$ cat src/sv/uhid_pkg.sv
`timescale 1ns / 1ps
`default_nettype none
// ----------------------------------------------------------------------------
// uhid_pkg
// Shared constants and types for the HID boot interface descriptor parser.
// ----------------------------------------------------------------------------
package uhid_pkg;

    localparam logic [7:0] TYPE_INTERFACE = 8'h04;
    localparam logic [7:0] TYPE_ENDPOINT  = 8'h05;
    localparam logic [7:0] CLASS_HID      = 8'h03;
    localparam logic [7:0] SUBCLASS_BOOT  = 8'h01;
    localparam logic [7:0] ATTR_INTERRUPT = 8'h03;
    localparam logic [7:0] NO_INTERFACE   = 8'hFF;
    localparam logic [7:0] PROTOCOL_RESET = 8'h01;

    // byte offsets inside a sub-descriptor
    localparam logic [7:0] OFS_EP_LAST    = 8'd6;
    localparam logic [7:0] OFS_IF_LAST    = 8'd7;
    localparam logic [7:0] LEN_EP_MIN     = 8'd7;
    localparam logic [7:0] LEN_IF_MIN     = 8'd8;

    // bytes at offsets 1..6 are kept
    localparam int CAP_DEPTH = 6;

    typedef struct packed {
        logic        found;
        logic [7:0]  interface_number;
        logic [6:0]  endpoint_number;
        logic [15:0] max_packet_size;
        logic [7:0]  poll_interval;
        logic        malformed;
    } report_t;

endpackage
`default_nettype wire

$ cat src/sv/uhid_if.sv
`timescale 1ns / 1ps
`default_nettype none
// ----------------------------------------------------------------------------
// uhid_if
// Valid/ready channels of the descriptor parser: bytes, reports, config.
// ----------------------------------------------------------------------------
interface uhid_byte_if;
    logic       valid;
    logic       ready;
    logic [7:0] data_byte;
    logic       final_byte;

    modport source (output valid, output data_byte, output final_byte, input ready);
    modport sink   (input valid, input data_byte, input final_byte, output ready);
endinterface

interface uhid_report_if;
    logic        valid;
    logic        ready;
    logic        found;
    logic [7:0]  interface_number;
    logic [6:0]  endpoint_number;
    logic [15:0] max_packet_size;
    logic [7:0]  poll_interval;
    logic        malformed;

    modport source (output valid, output found, output interface_number,
                    output endpoint_number, output max_packet_size,
                    output poll_interval, output malformed, input ready);
    modport sink   (input valid, input found, input interface_number,
                    input endpoint_number, input max_packet_size,
                    input poll_interval, input malformed, output ready);
endinterface

interface uhid_cfg_if;
    logic       valid;
    logic       ready;
    logic [7:0] wanted_protocol;

    modport source (output valid, output wanted_protocol, input ready);
    modport sink   (input valid, input wanted_protocol, output ready);
endinterface
`default_nettype wire

$ cat src/sv/uhid_core.sv
`timescale 1ns / 1ps
`default_nettype none
// ----------------------------------------------------------------------------
// uhid_core
// Descriptor walk state: offset, length, kept bytes, match and capture.
// ----------------------------------------------------------------------------
module uhid_core
(
    input  wire logic            clk,
    input  wire logic            rst_n,
    input  wire logic            step_en,
    input  wire logic [7:0]      data_byte,
    input  wire logic            final_byte,
    input  wire logic [7:0]      wanted_protocol,
    output uhid_pkg::report_t    report
);

    logic [7:0]  offset_reg,    offset_next;
    logic [7:0]  length_reg,    length_next;
    logic [7:0]  matched_reg,   matched_next;
    logic        found_reg,     found_next;
    logic [6:0]  endpoint_reg,  endpoint_next;
    logic [15:0] packet_reg,    packet_next;
    logic [7:0]  interval_reg,  interval_next;
    logic        bad_reg,       bad_next;
    logic [7:0]  cap_reg  [uhid_pkg::CAP_DEPTH];
    logic [7:0]  cap_next [uhid_pkg::CAP_DEPTH];

    // walk values after this beat, before the end-of-buffer clear
    logic [7:0]  p_offset, p_length, p_matched, p_interval;
    logic        p_found, p_bad;
    logic [6:0]  p_endpoint;
    logic [15:0] p_packet;
    logic [8:0]  offset_inc;
    logic        if_hit, ep_hit;

    always_comb
    begin
        p_offset   = offset_reg;
        p_length   = length_reg;
        p_matched  = matched_reg;
        p_found    = found_reg;
        p_endpoint = endpoint_reg;
        p_packet   = packet_reg;
        p_interval = interval_reg;
        p_bad      = bad_reg;
        cap_next   = cap_reg;
        offset_inc = {1'b0, offset_reg} + 9'd1;

        if_hit = (offset_reg == uhid_pkg::OFS_IF_LAST)
              && (length_reg >= uhid_pkg::LEN_IF_MIN)
              && (cap_reg[0] == uhid_pkg::TYPE_INTERFACE)
              && (cap_reg[4] == uhid_pkg::CLASS_HID)
              && (cap_reg[5] == uhid_pkg::SUBCLASS_BOOT)
              && (data_byte == wanted_protocol);
        ep_hit = (offset_reg == uhid_pkg::OFS_EP_LAST)
              && (length_reg >= uhid_pkg::LEN_EP_MIN)
              && (cap_reg[0] == uhid_pkg::TYPE_ENDPOINT)
              && (cap_reg[2] == uhid_pkg::ATTR_INTERRUPT)
              && (matched_reg != uhid_pkg::NO_INTERFACE);

        if (!bad_reg)
        begin
            if (offset_reg == 8'd0)
            begin
                // length byte opens a sub-descriptor
                p_length = data_byte;
                if (data_byte == 8'd0)
                begin
                    p_bad = 1'b1;
                end
                else if (data_byte > 8'd1)
                begin
                    p_offset = 8'd1;
                end
            end
            else
            begin
                for (int i = 0; i < uhid_pkg::CAP_DEPTH; i++)
                begin
                    if (offset_reg == 8'(i + 1))
                    begin
                        cap_next[i] = data_byte;
                    end
                end
                if (if_hit)
                begin
                    p_matched = cap_reg[1];
                end
                if (ep_hit)
                begin
                    p_endpoint = cap_reg[1][6:0];
                    p_packet   = {cap_reg[4], cap_reg[3]};
                    p_interval = data_byte;
                    p_found    = 1'b1;
                end
                p_offset = (offset_inc >= {1'b0, length_reg}) ? 8'd0 : offset_inc[7:0];
            end
        end
    end

    always_comb
    begin
        report.found            = p_found;
        report.interface_number = p_matched;
        report.endpoint_number  = p_endpoint;
        report.max_packet_size  = p_packet;
        report.poll_interval    = p_interval;
        report.malformed        = p_bad;
    end

    always_comb
    begin
        offset_next   = offset_reg;
        length_next   = length_reg;
        matched_next  = matched_reg;
        found_next    = found_reg;
        endpoint_next = endpoint_reg;
        packet_next   = packet_reg;
        interval_next = interval_reg;
        bad_next      = bad_reg;
        if (step_en)
        begin
            if (final_byte)
            begin
                offset_next   = 8'd0;
                length_next   = 8'd0;
                matched_next  = uhid_pkg::NO_INTERFACE;
                found_next    = 1'b0;
                endpoint_next = 7'd0;
                packet_next   = 16'd0;
                interval_next = 8'd0;
                bad_next      = 1'b0;
            end
            else
            begin
                offset_next   = p_offset;
                length_next   = p_length;
                matched_next  = p_matched;
                found_next    = p_found;
                endpoint_next = p_endpoint;
                packet_next   = p_packet;
                interval_next = p_interval;
                bad_next      = p_bad;
            end
        end
    end

    always_ff @(posedge clk or negedge rst_n)
    begin
        if (!rst_n)
        begin
            offset_reg   <= 8'd0;
            length_reg   <= 8'd0;
            matched_reg  <= uhid_pkg::NO_INTERFACE;
            found_reg    <= 1'b0;
            endpoint_reg <= 7'd0;
            packet_reg   <= 16'd0;
            interval_reg <= 8'd0;
            bad_reg      <= 1'b0;
        end
        else
        begin
            offset_reg   <= offset_next;
            length_reg   <= length_next;
            matched_reg  <= matched_next;
            found_reg    <= found_next;
            endpoint_reg <= endpoint_next;
            packet_reg   <= packet_next;
            interval_reg <= interval_next;
            bad_reg      <= bad_next;
        end
    end

    // kept bytes are read only after being written in the same descriptor
    always_ff @(posedge clk)
    begin
        if (step_en)
        begin
            cap_reg <= cap_next;
        end
    end

    a_offset_in_range: assert property (@(posedge clk) disable iff (!rst_n)
        (offset_reg != 8'd0) |-> (offset_reg < length_reg))
        else $error("descriptor offset past its length");

    a_bad_parks_walk: assert property (@(posedge clk) disable iff (!rst_n)
        bad_reg |-> (offset_reg == 8'd0))
        else $error("walk moved after zero length byte");

    a_final_clears: assert property (@(posedge clk) disable iff (!rst_n)
        (step_en && final_byte) |=>
            (!found_reg && !bad_reg && (matched_reg == uhid_pkg::NO_INTERFACE)))
        else $error("state not cleared after last beat");

endmodule
`default_nettype wire

$ cat src/sv/usb_hid_config_descriptor_parser_unit.sv
`timescale 1ns / 1ps
`default_nettype none
// ----------------------------------------------------------------------------
// usb_hid_config_descriptor_parser_unit
// Walks a configuration descriptor byte by byte and reports the HID boot
// interface's interrupt endpoint when the last byte arrives.
// ----------------------------------------------------------------------------
//  channel  dir  payload                                        beat
//  desc     in   data_byte, final_byte                          valid & ready
//  result   out  found, interface_number, endpoint_number,      valid & ready
//                max_packet_size, poll_interval, malformed
//  cfg      in   wanted_protocol                                valid & ready
//
//  one byte per cycle unless desc stalls; a byte is registered, then walked
//  the report for a last byte is valid once that byte has passed the input
//  register and its walk result has been loaded into the report register
//  desc stalls only when a last byte waits while an unread report is held
//  rst_n clears the walk state; wanted_protocol resets to 1
// ----------------------------------------------------------------------------
module usb_hid_config_descriptor_parser_unit
(
    input  wire logic clk,
    input  wire logic rst_n,
    uhid_byte_if.sink     desc,
    uhid_report_if.source result,
    uhid_cfg_if.sink      cfg
);

    logic                stage_valid_reg, stage_valid_next;
    logic [7:0]          stage_byte_reg;
    logic                stage_final_reg;
    logic                out_valid_reg, out_valid_next;
    uhid_pkg::report_t   out_data_reg;
    uhid_pkg::report_t   report;
    logic [7:0]          protocol_reg;
    logic                advance;
    logic                step_en;
    logic                take_in;

    assign advance = !(stage_valid_reg && stage_final_reg && out_valid_reg && !result.ready);
    assign step_en = stage_valid_reg && advance;
    assign desc.ready = !stage_valid_reg || advance;
    assign take_in = desc.valid && desc.ready;
    assign cfg.ready = 1'b1;

    uhid_core u_core
    (
        .clk             (clk),
        .rst_n           (rst_n),
        .step_en         (step_en),
        .data_byte       (stage_byte_reg),
        .final_byte      (stage_final_reg),
        .wanted_protocol (protocol_reg),
        .report          (report)
    );

    always_comb
    begin
        stage_valid_next = stage_valid_reg;
        if (take_in)
        begin
            stage_valid_next = 1'b1;
        end
        else if (step_en)
        begin
            stage_valid_next = 1'b0;
        end

        out_valid_next = out_valid_reg;
        if (step_en && stage_final_reg)
        begin
            out_valid_next = 1'b1;
        end
        else if (result.ready)
        begin
            out_valid_next = 1'b0;
        end
    end

    always_ff @(posedge clk or negedge rst_n)
    begin
        if (!rst_n)
        begin
            stage_valid_reg <= 1'b0;
            out_valid_reg   <= 1'b0;
            protocol_reg    <= uhid_pkg::PROTOCOL_RESET;
        end
        else
        begin
            stage_valid_reg <= stage_valid_next;
            out_valid_reg   <= out_valid_next;
            if (cfg.valid)
            begin
                protocol_reg <= cfg.wanted_protocol;
            end
        end
    end

    always_ff @(posedge clk)
    begin
        if (take_in)
        begin
            stage_byte_reg  <= desc.data_byte;
            stage_final_reg <= desc.final_byte;
        end
        if (step_en && stage_final_reg)
        begin
            out_data_reg <= report;
        end
    end

    assign result.valid            = out_valid_reg;
    assign result.found            = out_data_reg.found;
    assign result.interface_number = out_data_reg.interface_number;
    assign result.endpoint_number  = out_data_reg.endpoint_number;
    assign result.max_packet_size  = out_data_reg.max_packet_size;
    assign result.poll_interval    = out_data_reg.poll_interval;
    assign result.malformed        = out_data_reg.malformed;

    a_report_from_last: assert property (@(posedge clk) disable iff (!rst_n)
        $rose(out_valid_reg) |-> $past(stage_valid_reg && stage_final_reg))
        else $error("report raised without a last byte");

    a_no_overwrite: assert property (@(posedge clk) disable iff (!rst_n)
        (out_valid_reg && !result.ready) |-> !(step_en && stage_final_reg))
        else $error("pending report overwritten");

    a_stall_only_on_last: assert property (@(posedge clk) disable iff (!rst_n)
        (stage_valid_reg && !stage_final_reg) |-> step_en)
        else $error("ordinary byte held in input register");

endmodule
`default_nettype wire
$ cat src/flat_wrapper.sv
// flat-port wrapper written by rule: the top's interface ports become plain ports
module usb_hid_config_descriptor_parser_unit_flat 
  (clk, rst_n, desc_valid, desc_data_byte, desc_final_byte, desc_ready, result_valid, result_found, result_interface_number, result_endpoint_number, result_max_packet_size, result_poll_interval, result_malformed, result_ready, cfg_valid, cfg_wanted_protocol, cfg_ready);
  uhid_byte_if desc_i ();
  uhid_report_if result_i ();
  uhid_cfg_if cfg_i ();
  input  wire logic clk;
  input  wire logic rst_n;
  input wire logic [$bits(desc_i.valid)-1:0] desc_valid;
  input wire logic [$bits(desc_i.data_byte)-1:0] desc_data_byte;
  input wire logic [$bits(desc_i.final_byte)-1:0] desc_final_byte;
  output wire logic [$bits(desc_i.ready)-1:0] desc_ready;
  output wire logic [$bits(result_i.valid)-1:0] result_valid;
  output wire logic [$bits(result_i.found)-1:0] result_found;
  output wire logic [$bits(result_i.interface_number)-1:0] result_interface_number;
  output wire logic [$bits(result_i.endpoint_number)-1:0] result_endpoint_number;
  output wire logic [$bits(result_i.max_packet_size)-1:0] result_max_packet_size;
  output wire logic [$bits(result_i.poll_interval)-1:0] result_poll_interval;
  output wire logic [$bits(result_i.malformed)-1:0] result_malformed;
  input wire logic [$bits(result_i.ready)-1:0] result_ready;
  input wire logic [$bits(cfg_i.valid)-1:0] cfg_valid;
  input wire logic [$bits(cfg_i.wanted_protocol)-1:0] cfg_wanted_protocol;
  output wire logic [$bits(cfg_i.ready)-1:0] cfg_ready;
  assign desc_i.valid = desc_valid;
  assign desc_i.data_byte = desc_data_byte;
  assign desc_i.final_byte = desc_final_byte;
  assign desc_ready = desc_i.ready;
  assign result_valid = result_i.valid;
  assign result_found = result_i.found;
  assign result_interface_number = result_i.interface_number;
  assign result_endpoint_number = result_i.endpoint_number;
  assign result_max_packet_size = result_i.max_packet_size;
  assign result_poll_interval = result_i.poll_interval;
  assign result_malformed = result_i.malformed;
  assign result_i.ready = result_ready;
  assign cfg_i.valid = cfg_valid;
  assign cfg_i.wanted_protocol = cfg_wanted_protocol;
  assign cfg_ready = cfg_i.ready;
  usb_hid_config_descriptor_parser_unit u_core (.clk(clk), .rst_n(rst_n), .desc(desc_i), .result(result_i), .cfg(cfg_i));
endmodule
$ cat config.mk
export PLATFORM = sky130hd
export DESIGN_NAME = usb_hid_config_descriptor_parser_unit_flat
export DESIGN_NICKNAME = d
export VERILOG_FILES = /design/src/sv/uhid_pkg.sv /design/src/sv/uhid_if.sv /design/src/sv/uhid_core.sv /design/src/sv/usb_hid_config_descriptor_parser_unit.sv /design/src/flat_wrapper.sv
export SDC_FILE = /design/constraint.sdc
export NUM_CORES = 1
export LEC_CHECK = 0
export ABC_CLOCK_PERIOD_IN_PS = 6600
export CAP_MARGIN = 5
export CORE_ASPECT_RATIO = 1.75
export CORE_MARGIN = 8
export CORE_UTILIZATION = 55
export CTS_CLUSTER_SIZE = 10
export DETAILED_ROUTE_END_ITERATION = 8
export DONT_BUFFER_PORTS = 1
export HOLD_SLACK_MARGIN = 0.02
export PLACE_DENSITY = 0.75
export SETUP_SLACK_MARGIN = 0.4
export SLEW_MARGIN = 20
export SYNTH_ARGS = -nofsm -noshare
export SYNTH_HDL_FRONTEND = slang
export SYNTH_SLANG_ARGS = --single-unit
$ cat constraint.sdc
create_clock -name clk -period 6.6 [get_ports clk]
set_input_delay 0.33 -clock clk [delete_from_list [all_inputs] [get_ports clk]]
set_output_delay 0.33 -clock clk [all_outputs]
set_load 0.01 [all_outputs]
==> metrics.yaml <==
detailed_routing:
  vias: 4628
  drc: 0
  ant_nets: 0
  wirelength_mm: 15.6
  routed_via_density: 6.05
  routedWlPerCell_um: 20.5
  drt-initial-drc-count: 271
  first_pass_iters: 5
grt:
  grt_antenna_before_repair: 0
  grt_max_degree: 88
  grt_use_total_pct: 18.0
  grt_pass1_wl_mm: 25.2
  grt_overflow: 0
  grt_pass1_vias: 4698
clock_network:
  cts_hold_buffers: 12
  numCtsBuffers: 17
  clk_pin_slew_ns: 0.06
  cts.repair.resized: 0
  root_buffer: "clkbuf_16"
  clock_path_buffers: 2
  post-cts-setup-buffers: 0
  htree_levels: 4
  cts_tree: "done"
  clkLatencyLatePin_ns: 0.42
  cts.sinks: 165
placement:
  gp_congestion: 0.910
  dpl_worst_slack_ns: 3.29
  port_buffers: 0
  dp_hpwl_mm: 10.8
cells_and_area:
  mostFrequentLayoutCells: "98 x edfxtp_1, 68 x nand2_1, 58 x dfrtp_1"
  diodes: 0
  largest_reg_flops: 48
  final_common_cell: "edfxtp_1"
  fill_cells: 996
  post-route-util_pct: 61.9
  nets: 613
  areaGrowthSynthToFinish_pct: 10.7
  drive_above_1_share_pct: 17.1
floorplanning:
  die_width_um: 104
  core_area_sq_um: 13300
  dieArea_sq_um: 17700
  rows: 56
  start_util_pct: 55.9
  io_pins: 66
  die_y_um: 170
timing:
  tightest_slew_ns: 0.762
  period_needed_ns: 3.38
  relSlewSlack_pct: 49.2
  finalSetupTns_ns: 0
  hold_ws_ns: 0.0585
  rsz0062_at_grt: "no"
  clock.fmax_ghz: 0.296
  setup_viol: 0
  finalCritPeriodShare_pct: 51.1
  fin_worst_skew_ns: 0.0141
  finalHoldViolCount: 0
  report.final.slew_viol_count: 0
  timing.final.ws_setup_ns: 3.22
yosys:
  synth_top_family_by_area: "simple AND/OR/NAND/NOR gates"
  avgSynthCellArea_sq_um: 12.8
  async_reset_ff_share_pct: 40.6
  ys_types: 58
  ys_ff_latch: 165
  ys_warn_count: 0
  synth_cells: 579
  syn_area_sq_um: 7440
  synth_compound_area_share_pct: 11.2
  synth_mux_area_share_pct: 4.81
  synth-seq-area-share_pct: 62.2
  synth_edf_count: 98
  synth_fa_ha_area_share_pct: 2.19
  synth_xor_area_share_pct: 1.65
  synthFlopType: "edfxtp_1"
  yosys.area_share.simple_pct: 13.2
  syn_nets: 614
job:
  drv_cap: 0
critical_path:
  cp_max_fo: 46
  start_kind: "flip-flop"
  required_ns: 6.74
  cpPeakStageDelay_ns: 0.74
  cpMaxStageDelayCell: "o21ai_4"
  crit_type: "flip-flop to flip-flop"
  cp-end-kind: "flip-flop"
  cp.arrival_ns: 3.51
  cp_cell_sequence: "buf_4 > clkinv_1 > o21ai_4 > buf_4 > nor3_1 > and2_1"
  critPathTopFamily: "buffers and inverters"
  cpMostUsedCell: "buf_4"
  cp_num_buf_inv: 3
pwr:
  p_leak_nw: 3.12
  vdd_drop_max_uv: 210
  power_mw: 2.86
  p_per_area_nw_per_um2: 347
run_status:
  run_status: "finished, final reports clean"
hold_path:
  hold_path_class: "input pin to flip-flop"
==> routing by layer <==
metal	vias to the layer above	wire length (um)	track usage [%]	share of wire (%)
li1	2125	-	-	-
met1	2329	5870	19.4	38
met2	152	8750	33.1	56
met3	22	711	4.05	4.5
met4	0	317	7.98	2.0
met5	-	0	0	0
==> cells by family after synthesis <==
logic type      Yosys count
other cells               1
xor+xnor                 14
fa+ha+maj                13
buf+inv                  76
simple gates            187
compound gates           91
mux                      32
flops                   165
==> path summary, 6_finish.rpt <==
path / start / end / slack [ns] / cells past startpoint
setup / recovery: u_core.stage_final_reg / u_core.u_core.cap_reg[17] / 3.22 / 6
hold / removal: cfg_wanted_protocol[1] / u_core.protocol_reg[1] / 0.06 / 1
hold reg to reg: u_core.u_core.interval_reg[2] / u_core.u_core.interval_reg[2] / 0.53 / 2
max in group asynchronous: rst_n / u_core.protocol_reg[0] / 5.83 / 2
min in group asynchronous: rst_n / u_core.u_core.endpoint_reg[0] / 0.46 / 2
setup reg to reg: u_core.stage_final_reg / u_core.u_core.cap_reg[17] / 3.22 / 6
==> per-stage QoR <==
step                      std cells  area, sq um
final                           765         8230
after global routing            765         8230
after CTS                       764         8210
after detailed placement        720         7510
after global placement          720         7510
after floorplan                 579         7440
==> synth_stat cells, types with 2 or more instances <==
master / count / area share (%)
clkbuf_1: 18 / 0.91
a32o_1: 3 / 0.40
xnor2_1: 5 / 0.59
o211ai_1: 10 / 1.0
nand2b_1: 12 / 1.0
o311ai_2: 21 / 4.6
mux2i_1: 8 / 1.1
and2_1: 8 / 0.67
nand4b_1: 2 / 0.24
mux2_2: 22 / 3.3
o311a_1: 8 / 1.1
buf_2: 8 / 0.54
nor4_2: 2 / 0.34
and3_1: 5 / 0.42
o21ai_0: 27 / 1.8
nand4_1: 7 / 0.59
dfstp_2: 9 / 3.2
nor2b_1: 2 / 0.17
mux2_4: 2 / 0.40
edfxtp_1: 98 / 40
nor2_1: 4 / 0.20
xor2_1: 9 / 1.1
a31oi_1: 5 / 0.42
nor4b_1: 2 / 0.24
o311ai_0: 2 / 0.24
inv_1: 38 / 1.9
a21oi_1: 4 / 0.27
or4_1: 2 / 0.20
ha_1: 13 / 2.2
buf_1: 2 / 0.10
nand3_1: 50 / 3.4
dfrtp_1: 58 / 20
nand2_1: 68 / 3.4
nor3_1: 12 / 0.81
o21a_1: 2 / 0.20
buf_4: 6 / 0.61
nor4_1: 4 / 0.34
==> power by group <==
part           internal [mW]  total, mW  switching, mW  leakage [nW]
clock                  0.523      0.931          0.408         0.258
sequential              1.28       1.42          0.138          1.75
combinational          0.227      0.512          0.285          1.11
==> layout make-up <==
cell class	instances	area (sq um)	area share, %
sequential	165	4630	56.2
multi-input combinational	338	2490	30.2
clock buffer	18	429	5.21
tap	174	218	2.64
timing repair buffer	17	195	2.37
inverter	39	146	1.78
clock inverter	14	129	1.57
Power figures use the tool's default switching activity.
